### config.mk
export PLATFORM = sky130hd
export DESIGN_NAME = priority_ordered_ready_list
export DESIGN_NICKNAME = d
export VERILOG_FILES = /design/src/hw/rtl/porl_pkg.sv /design/src/hw/rtl/porl_ctrl.sv /design/src/hw/rtl/porl_datapath.sv /design/src/hw/rtl/priority_ordered_ready_list.sv
export SDC_FILE = /design/constraint.sdc
export NUM_CORES = 1
export LEC_CHECK = 0
export BUFFER_PORTS_ARGS = -buffer_cell sky130_fd_sc_hd__clkbuf_2
export CORE_MARGIN = 5
export CORE_UTILIZATION = 60
export CTS_CLUSTER_DIAMETER = 120
export DETAILED_ROUTE_END_ITERATION = 8
export GPL_TIMING_DRIVEN = 0
export PLACE_DENSITY = 0.77
export SETUP_SLACK_MARGIN = 0.4
export SLEW_MARGIN = 0
export SYNTH_ARGS = -nofsm -noshare
export SYNTH_HDL_FRONTEND = slang
export SYNTH_SLANG_ARGS = --single-unit
### constraint.sdc
create_clock -name clk -period 6 [get_ports clk]
set_clock_uncertainty 0.05 [all_clocks]
set_input_delay 1.2 -clock clk [delete_from_list [all_inputs] [get_ports clk]]
set_output_delay 1.2 -clock clk [all_outputs]
set_load 0.02 [all_outputs]
### src/hw/rtl/porl_pkg.sv
package porl_pkg;

  localparam int TASK_SLOTS = 16;
  localparam int SLOT_W     = $clog2(TASK_SLOTS);
  localparam int CNT_W      = $clog2(TASK_SLOTS + 1);
  localparam int ID_W       = 8;
  localparam int PRIO_W     = 8;
  localparam int FILL_W     = 5;

  typedef enum logic {
    KIND_INSERT = 1'b0,
    KIND_REMOVE = 1'b1
  } kind_t;

  typedef enum logic [1:0] {
    STAT_DONE      = 2'd0,
    STAT_NOT_FOUND = 2'd1,
    STAT_FULL      = 2'd2
  } stat_t;

  typedef enum logic [1:0] {
    S_IDLE,
    S_SCAN,
    S_APPLY,
    S_EMIT
  } state_t;

  typedef struct packed {
    kind_t             kind;
    logic [ID_W-1:0]   task_id;
    logic [PRIO_W-1:0] task_priority;
  } in_word_t;

  typedef struct packed {
    stat_t             status;
    logic [ID_W-1:0]   head_id;
    logic [PRIO_W-1:0] head_priority;
    logic              nonempty;
    logic [FILL_W-1:0] fill_count;
  } out_word_t;

  typedef struct packed {
    logic in_ready;
    logic load;
    logic scan_step;
    logic apply;
    logic emit;
  } porl_cmd_t;

  typedef struct packed {
    logic scan_done;
    logic out_free;
  } porl_stat_t;

endpackage

### src/hw/rtl/porl_ctrl.sv
module porl_ctrl
  import porl_pkg::*;
(
  input  logic       clk,
  input  logic       rst_n,
  input  logic       in_valid,
  input  porl_stat_t stat,
  output porl_cmd_t  cmd
);

  state_t state_r;
  state_t state_nxt;

  always_ff @(posedge clk) begin
    if (!rst_n) begin
      state_r <= S_IDLE;
    end else begin
      state_r <= state_nxt;
    end
  end

  always_comb begin
    state_nxt = state_r;
    case (state_r)
      S_IDLE: begin
        if (in_valid) state_nxt = S_SCAN;
      end
      S_SCAN: begin
        if (stat.scan_done) state_nxt = S_APPLY;
      end
      S_APPLY: begin
        state_nxt = S_EMIT;
      end
      S_EMIT: begin
        if (stat.out_free) state_nxt = S_IDLE;
      end
      default: begin
        state_nxt = S_IDLE;
      end
    endcase
  end

  always_comb begin
    cmd = '0;
    case (state_r)
      S_IDLE: begin
        cmd.in_ready = 1'b1;
        cmd.load     = in_valid;
      end
      S_SCAN: begin
        cmd.scan_step = !stat.scan_done;
      end
      S_APPLY: begin
        cmd.apply = 1'b1;
      end
      S_EMIT: begin
        cmd.emit = stat.out_free;
      end
      default: begin
        cmd = '0;
      end
    endcase
  end

endmodule

### src/hw/rtl/porl_datapath.sv
module porl_datapath
  import porl_pkg::*;
(
  input  logic       clk,
  input  logic       rst_n,
  input  in_word_t   in_data,
  input  porl_cmd_t  cmd,
  output porl_stat_t stat,
  output logic       out_valid,
  input  logic       out_ready,
  output out_word_t  out_data
);

  logic [ID_W-1:0]   slot_id_r   [TASK_SLOTS];
  logic [PRIO_W-1:0] slot_prio_r [TASK_SLOTS];
  logic [ID_W-1:0]   id_prev     [TASK_SLOTS];
  logic [PRIO_W-1:0] prio_prev   [TASK_SLOTS];
  logic [ID_W-1:0]   id_next     [TASK_SLOTS];
  logic [PRIO_W-1:0] prio_next   [TASK_SLOTS];

  logic [CNT_W-1:0]  count_r;
  logic [CNT_W-1:0]  count_nxt;
  logic [CNT_W-1:0]  pos_r;
  in_word_t          req_r;
  stat_t             status_r;
  stat_t             status_nxt;
  logic              out_valid_r;
  out_word_t         out_data_r;

  logic [ID_W-1:0]   cur_id;
  logic [PRIO_W-1:0] cur_prio;
  logic              at_end;
  logic              full;
  logic              found;
  logic              do_ins;
  logic              do_rem;

  genvar g;
  generate
    for (g = 0; g < TASK_SLOTS; g++) begin : g_nbr
      if (g == 0) begin : g_first
        assign id_prev[g]   = req_r.task_id;
        assign prio_prev[g] = req_r.task_priority;
      end else begin : g_rest
        assign id_prev[g]   = slot_id_r[g-1];
        assign prio_prev[g] = slot_prio_r[g-1];
      end
      if (g == TASK_SLOTS - 1) begin : g_last
        assign id_next[g]   = slot_id_r[g];
        assign prio_next[g] = slot_prio_r[g];
      end else begin : g_inner
        assign id_next[g]   = slot_id_r[g+1];
        assign prio_next[g] = slot_prio_r[g+1];
      end
    end
  endgenerate

  assign cur_id   = slot_id_r[pos_r[SLOT_W-1:0]];
  assign cur_prio = slot_prio_r[pos_r[SLOT_W-1:0]];
  assign at_end   = (pos_r >= count_r);
  assign full     = (count_r >= CNT_W'(TASK_SLOTS));
  assign found    = !at_end;

  always_comb begin
    stat.out_free = !out_valid_r || out_ready;
    if (at_end) begin
      stat.scan_done = 1'b1;
    end else if (req_r.kind == KIND_INSERT) begin
      stat.scan_done = (req_r.task_priority > cur_prio);
    end else begin
      stat.scan_done = (req_r.task_id == cur_id);
    end
  end

  assign do_ins = cmd.apply && (req_r.kind == KIND_INSERT) && !full;
  assign do_rem = cmd.apply && (req_r.kind == KIND_REMOVE) && found;

  always_comb begin
    count_nxt  = count_r;
    status_nxt = status_r;
    if (cmd.apply) begin
      if (req_r.kind == KIND_INSERT) begin
        status_nxt = full ? STAT_FULL : STAT_DONE;
      end else begin
        status_nxt = found ? STAT_DONE : STAT_NOT_FOUND;
      end
    end
    if (do_ins) count_nxt = count_r + CNT_W'(1);
    if (do_rem) count_nxt = count_r - CNT_W'(1);
  end

  always_ff @(posedge clk) begin
    if (!rst_n) begin
      count_r     <= '0;
      pos_r       <= '0;
      out_valid_r <= 1'b0;
    end else begin
      count_r <= count_nxt;
      if (cmd.load) begin
        pos_r <= '0;
      end else if (cmd.scan_step) begin
        pos_r <= pos_r + CNT_W'(1);
      end
      if (cmd.emit) begin
        out_valid_r <= 1'b1;
      end else if (out_ready) begin
        out_valid_r <= 1'b0;
      end
    end
  end

  always_ff @(posedge clk) begin
    if (cmd.load) req_r <= in_data;
    status_r <= status_nxt;
    for (int k = 0; k < TASK_SLOTS; k++) begin
      if (do_ins) begin
        if (CNT_W'(k) == pos_r) begin
          slot_id_r[k]   <= req_r.task_id;
          slot_prio_r[k] <= req_r.task_priority;
        end else if (CNT_W'(k) > pos_r && CNT_W'(k) <= count_r) begin
          slot_id_r[k]   <= id_prev[k];
          slot_prio_r[k] <= prio_prev[k];
        end
      end else if (do_rem) begin
        if (CNT_W'(k) >= pos_r && (CNT_W'(k) + CNT_W'(1)) < count_r) begin
          slot_id_r[k]   <= id_next[k];
          slot_prio_r[k] <= prio_next[k];
        end
      end
    end
    if (cmd.emit) begin
      out_data_r.status     <= status_r;
      out_data_r.nonempty   <= (count_r != '0);
      out_data_r.fill_count <= FILL_W'(count_r);
      if (count_r != '0) begin
        out_data_r.head_id       <= slot_id_r[0];
        out_data_r.head_priority <= slot_prio_r[0];
      end else begin
        out_data_r.head_id       <= '0;
        out_data_r.head_priority <= '0;
      end
    end
  end

  assign out_valid = out_valid_r;
  assign out_data  = out_data_r;

endmodule

### src/hw/rtl/priority_ordered_ready_list.sv
// Ready list of task identifiers kept in descending priority order,
// equal priorities in arrival order, up to TASK_SLOTS entries.
// Input channel (in_valid/in_ready/in_data): one word per request, an
// insert of task_id at task_priority or a remove of task_id.
// Result channel (out_valid/out_ready/out_data): one word per request with
// status, head task, head priority, nonempty flag and fill count.
// The search stops at a slot from 0 to TASK_SLOTS and walks one slot per
// cycle; the shift is done in the apply state. One request is in work at a
// time and the next is taken once the result is registered.
// A new request is accepted while the previous result still waits; a
// stalled receiver holds the result word and the finished request waits
// until the output register is free.
// Reset (rst_n low, synchronous) empties the list and drops any pending
// result; slot contents are never read beyond the fill count.
module priority_ordered_ready_list
  import porl_pkg::*;
(
  input  logic      clk,
  input  logic      rst_n,
  input  logic      in_valid,
  output logic      in_ready,
  input  in_word_t  in_data,
  output logic      out_valid,
  input  logic      out_ready,
  output out_word_t out_data
);

  porl_cmd_t  cmd;
  porl_stat_t stat;

  porl_ctrl u_ctrl (
    .clk      (clk),
    .rst_n    (rst_n),
    .in_valid (in_valid),
    .stat     (stat),
    .cmd      (cmd)
  );

  porl_datapath u_datapath (
    .clk       (clk),
    .rst_n     (rst_n),
    .in_data   (in_data),
    .cmd       (cmd),
    .stat      (stat),
    .out_valid (out_valid),
    .out_ready (out_ready),
    .out_data  (out_data)
  );

  assign in_ready = cmd.in_ready;

endmodule

; ---- Word-level counts from Yosys, hierarchy flattened
; Memory sizes are Yosys's and may differ from the RTL's. A register that Yosys moved wholly into a read port is not among the register bits.
; Cells that the tools add are included.
[op_classes]
addsub = 3
order_cmp = 67
n_eq_ne = 22
muxes = 261
n_bitwise = 66
reduce_logical = 48
[ops]
columns = cell, n
row1 = $mux W8, 64
row2 = $mux W1, 184
row3 = $or A1 B1 Y1, 64
row4 = $eq A4 B5 Y1 const A, 8
row5 = $ge A4 B5 Y1 const A, 8
row6 = $gt A4 B5 Y1 const A, 8
row7 = $le A4 B5 Y1 const A, 8
row8 = $lt A4 B5 Y1 const A, 8
row9 = $logic_and A1 B1 Y1, 36
row10 = $eq A3 B5 Y1 const A, 4
row11 = $ge A3 B5 Y1 const A, 4
row12 = $gt A3 B5 Y1 const A, 4
row13 = $le A3 B5 Y1 const A, 4
row14 = $lt A3 B5 Y1 const A, 4
row15 = $mux W4, 4
row16 = $mux W2, 6
row17 = $add A5 B1 Y5 const B, 2
row18 = $eq A2 B5 Y1 const A, 2
row19 = $ge A1 B5 Y1 const A, 2
row20 = $ge A2 B5 Y1 const A, 2
row21 = $gt A1 B5 Y1 const A, 2
row22 = $gt A2 B5 Y1 const A, 2
row23 = $le A1 B5 Y1 const A, 2
row24 = $le A2 B5 Y1 const A, 2
row25 = other kinds (24), 33
[word_totals]
ff_bits = 56
mem_bits_rw = 256
in_bits = 21
output_inout_bits = 26
mem_count = 2
[mem_list]
columns = memory, words, width, read_ports, rd_ports_with_merged_regs, write_ports, line
row1 = u_datapath.slot_id_r, 16, 8, 17, 1, 16, porl_datapath.sv:14  ; logic [ID_W-1:0] slot_id_r [TASK_SLOTS];
row2 = u_datapath.slot_prio_r, 16, 8, 17, 1, 16, porl_datapath.sv:15  ; logic [PRIO_W-1:0] slot_prio_r [TASK_SLOTS];

; ---- Logic depth before layout (Yosys ltp)
[depth]
depth_word = 8
depth_mapped = 18

; ---- Modules after synthesis
; Synthesis repeated with hierarchy kept, for this count alone.
[unflattened]
cells_unflattened = 1558
hier_area_um2 = 18196.2
[modules_own_cells]
columns = mod, n_inst, cells_each, area_each_um2
row1 = porl_datapath, 1, 1538, 18001.0
row2 = porl_ctrl, 1, 20, 195.2

; ---- Least setup slack after synthesis
; No wires, ideal clock.
[synth_path]
path_type = register to register
start = register (tool-made name)
end = register (tool-made name)
setup_ns = 0.124
arrival_ns = 3.996
required_ns = 5.826
slack_ns = 1.830
path_stages_with_launch = 19
path_buffers = 6
path_cell_list = dfxtp_1 > buf_6 > buf_12 > buf_6 > buf_6 > buf_1 > buf_1 > mux4_2 > mux4_2 > inv_1 > ha_1 > nor2b_1 > o21a_1 > o21a_1 > o21ai_0 > nand3b_1 > a21o_1 > or3_1 > mux2i_1

==> impl.org <==
** Status
- The run finished with clean final reports.

** Finish
- The library cells used most frequently in the layout, excluding fill and tap cells, are sky130_fd_sc_hd__edfxtp_1, sky130_fd_sc_hd__mux2i_1, sky130_fd_sc_hd__nand2_1.
- Proportion of layout cells with a drive suffix above 1 :: 0.147
- # nets final :: 1,697
- The library cell used most frequently in the layout, excluding fill and tap cells, is sky130_fd_sc_hd__edfxtp_1.
- The number of antenna diodes in the final layout is 0.
- Syn-to-layout area delta :: 10.9%

** Clock network
- Number of buffers between clock root and the deepest sink :: 3
- TritonCTS built the clock tree.
- The number of clock buffers added by TritonCTS is 37.
- The clock drives about 320 sinks.
- Clock-pin slew was measured on the worst setup and hold paths at approximately 0.06 ns.
- Setup fix buffers added after clock tree synthesis :: 0
- Clk Tree Root Cell :: sky130_fd_sc_hd__clkbuf_16
- Clock latency on the worst-skew pair :: about 0.52 ns
- The H-tree was split into 2 levels.

** STA
- Across all setup checks in the final design, the least slack found is 0.574 ns.
- Setup repair after global routing missed its margin :: no
- Setup violations remaining at the end of the flow were counted as 0.
- Number of pins with negative max-slew slack in the final report :: 0
- The final number of hold-violating endpoints is 0.
- For the pin with the worst max-slew slack, the measured transition is 1.12 ns.
- Upper clock frequency limit :: about 180 MHz
- Clock period minus worst slack :: 5.43 ns
- The tightest hold path in the finished design has a slack of 0.373 ns.
- For the final routed database, the setup TNS stands at 0 ns.
- Share of the clock period used by the worst path :: 0.904
- Measured against its own limit, the worst slew margin works out to 0.255.

** Logic synthesis
- The number of nets in the synthesized netlist is 1,607.
- Register area share after synthesis :: 0.506
- Cell variety after synth :: 68
- Summing every instance area after synthesis gives 18,400 um2.
- Synthesis produced around 1,600 cells.
- Mapped Avg Cell Area :: 11.8 um2
- After synthesis the netlist holds a flip-flop and latch count of ~320.
- In the synthesized netlist the dominant register cell turns out to be sky130_fd_sc_hd__edfxtp_1.
- The synthesized design contains roughly 300 enable-type register cells.
- Async SR Flop Fraction :: 0
- Yosys printed 0 warnings.

** Power and ir drop
- IR Drop Worst-Case VDD :: 0.243 mV
- Total leakage power :: just under 8 nW
- Power spread over the standard cell area amounts to 289 nW/um2.

** Worst setup path
- STA classifies the critical path startpoint as a register.
- Cells on worst reg2reg path :: 12
- Crit path max fanout :: 16
- At the worst endpoint, the arrival time is 5.53 ns.
- The worst setup path is captured at a register.
- The critical path is of the register to register type.
- For the worst setup path, the data required time is 6.10 ns.

** Route
- Total number of vias :: 13,600
- Aggregate routed wire length :: 52.5 mm
- In the routed design, unresolved DRC markers number 0.
- Dividing the detail-routed wire length by the instance count gives 25.3 um.
- Ratio of routed vias to standard cells :: approximately 6.6
- DRC violation total after the first TritonRoute iteration :: 2,076
- Iteration count of the initial detailed-routing pass :: 6
- The count of nets left with antenna violations once routing finished came out at 0.

** Global routing
- The first global-routing pass estimated 79.5 mm of wire.
- Pin count of the biggest net entering global routing :: 20
- In the global route stage, overall resource usage came out at 0.307.
- Initial antenna violation count :: 1
- The via count of the first global-routing pass came to 13,300.
- Total overflow reported by the global router :: 0

** Die
- Initial cell density of the core :: 0.606
- From bottom edge to top edge, the die measures 185 um.
- Area enclosed by the die boundary :: 34,300 um2
- The floorplan has 64 rows.
- The die is roughly 190 um wide.
- Core Footprint :: 30,400 um2
- 47 I/O pins were placed.

** Worst hold path
- The min-delay analysis places its worst path in the category register to register.
- Number of cells on the worst hold path :: 0

** Placed design
- The congestion estimate from routability-driven global placement came to 1.00.
- Worst slack at placement :: 0.644 ns
- In this run the tool buffered the top-level ports with 46 buffer cells.
- Half-perimeter wire length after placement :: 41.1 mm

** Job
- Max capacitance violation total :: 0
## final timing paths
kind                                end  slack [ns]                   start
min reg2reg     u_datapath.out_data[23]        0.37  u_datapath.status_r[1]
max reg2reg  u_datapath.slot_id_r[8][6]        0.57     u_datapath.pos_r[0]
min             u_datapath.out_data[23]        0.37  u_datapath.status_r[1]
max          u_datapath.slot_id_r[8][6]        0.57     u_datapath.pos_r[0]
## synth_stat cells, types with 3 or more instances
master,number,area [um2]
sky130_fd_sc_hd__a22oi_1,3,22.5
sky130_fd_sc_hd__o21a_1,5,37.5
sky130_fd_sc_hd__o31ai_1,3,22.5
sky130_fd_sc_hd__nand4_1,3,18.8
sky130_fd_sc_hd__mux4_2,54,1220
sky130_fd_sc_hd__o21bai_1,6,45.0
sky130_fd_sc_hd__and2_1,23,144
sky130_fd_sc_hd__nor3_1,10,50.1
sky130_fd_sc_hd__buf_2,22,110
sky130_fd_sc_hd__or3_1,3,18.8
sky130_fd_sc_hd__xor2_1,9,78.8
sky130_fd_sc_hd__a22o_1,15,131
sky130_fd_sc_hd__nor4_1,3,18.8
sky130_fd_sc_hd__o211ai_1,5,37.5
sky130_fd_sc_hd__nand3_1,22,110
sky130_fd_sc_hd__a31oi_1,6,37.5
sky130_fd_sc_hd__nand3b_1,3,22.5
sky130_fd_sc_hd__a21boi_0,5,37.5
sky130_fd_sc_hd__a211oi_1,4,30.0
sky130_fd_sc_hd__mux2i_1,242,2420
sky130_fd_sc_hd__dfxtp_1,17,340
sky130_fd_sc_hd__buf_4,4,30.0
sky130_fd_sc_hd__nor2b_1,7,43.8
sky130_fd_sc_hd__clkbuf_1,83,312
sky130_fd_sc_hd__o21ai_0,152,761
sky130_fd_sc_hd__inv_1,22,82.6
sky130_fd_sc_hd__ha_1,25,313
sky130_fd_sc_hd__xnor2_1,8,70.1
sky130_fd_sc_hd__a21oi_1,99,495
sky130_fd_sc_hd__a21o_1,20,150
sky130_fd_sc_hd__buf_1,12,45.0
sky130_fd_sc_hd__nand2_1,172,646
sky130_fd_sc_hd__nor2_1,107,402
sky130_fd_sc_hd__mux4_1,12,315
sky130_fd_sc_hd__nand2b_1,7,43.8
sky130_fd_sc_hd__edfxtp_1,299,8980
sky130_fd_sc_hd__mux2_2,30,338
sky130_fd_sc_hd__buf_6,5,56.3
## critical path, stage by stage, from the launching register on
cell and delay (ns):
sky130_fd_sc_hd__dfxtp_1 0.62, sky130_fd_sc_hd__inv_1 0.28, sky130_fd_sc_hd__ha_1 0.34, sky130_fd_sc_hd__nand2b_1 0.14
sky130_fd_sc_hd__a21o_1 0.19, sky130_fd_sc_hd__a21o_1 0.17, sky130_fd_sc_hd__a21oi_1 0.33, sky130_fd_sc_hd__o211ai_1 0.33
sky130_fd_sc_hd__buf_2 0.34, sky130_fd_sc_hd__a221oi_2 0.82, sky130_fd_sc_hd__nor2_1 0.43, sky130_fd_sc_hd__clkbuf_1 0.34
sky130_fd_sc_hd__nand2_1 0.63
## layout make-up
type                    count  area, um2
fillers                  2249       9980
multi-input cells        1096       8490
well taps                 396        495
clock buffers              45       1020
repair buffers             51        283
flip-flops and latches    316       9320
plain buffers             127        576
inverters                  22       82.6
clock inverters            22        183
## routing by layer
layer | global-route usage | wire (um) | up-vias
met4 | 0.0989 | 1850 | 4
li1 | - | - | 6077
met2 | 0.463 | 23200 | 903
met1 | 0.440 | 20700 | 6534
met3 | 0.0788 | 6690 | 117
met5 | 0.0143 | 79 | -
## power breakdown
group / switching, mW / internal (mW) / total [mW]
clock network: 0.904 / 1.34 / 2.24
registers: 0.0881 / 2.61 / 2.70
logic: 0.584 / 0.380 / 0.964
## cells by family after synthesis
family                   Yosys count  share of synthesized area
XOR/XNOR                          17                    0.00808
flip-flops                       316                      0.506
multiplexers                     340                      0.234
AND/OR/NAND/NOR                  373                     0.0901
buffers and inverters            149                     0.0356
AO/OA/AOI/OAI                    341                      0.110
adder cells (fa/ha/maj)           25                     0.0170
## sequential cells by signal, summed over array words and instances, names as in the netlist, named ones only
register                count
u_datapath.slot_id_r      128
u_datapath.slot_prio_r    128
u_datapath.out_data        24
u_datapath.id_prev          8
u_datapath.prio_prev        8
u_datapath.count_r          5
u_datapath.pos_r            5
u_ctrl.state_r              2
u_datapath.status_r         2
u_datapath.out_valid        1
u_datapath.req_r            1
## what timing repair did
item | in CTS | in global routing
endpoints found under the setup margin | 0 | 3
resized for setup | 0 | 3
hold buffers | 0 | 0
## metrics by stage
step / total power [mW] / util / area, um2 / std cells
5_1_grt: 6.12 / 0.672 / 20400 / 2075
4_1_cts: 5.90 / 0.672 / 20400 / 2075
3_3_place_gp: 3.61 / 0.630 / 19200 / 2003
6_report: 5.90 / 0.672 / 20400 / 2075
3_5_place_dp: 3.68 / 0.632 / 19200 / 2008
2_1_floorplan: 3.38 / - / 18400 / 1561
(Power assumes the default switching activity.)
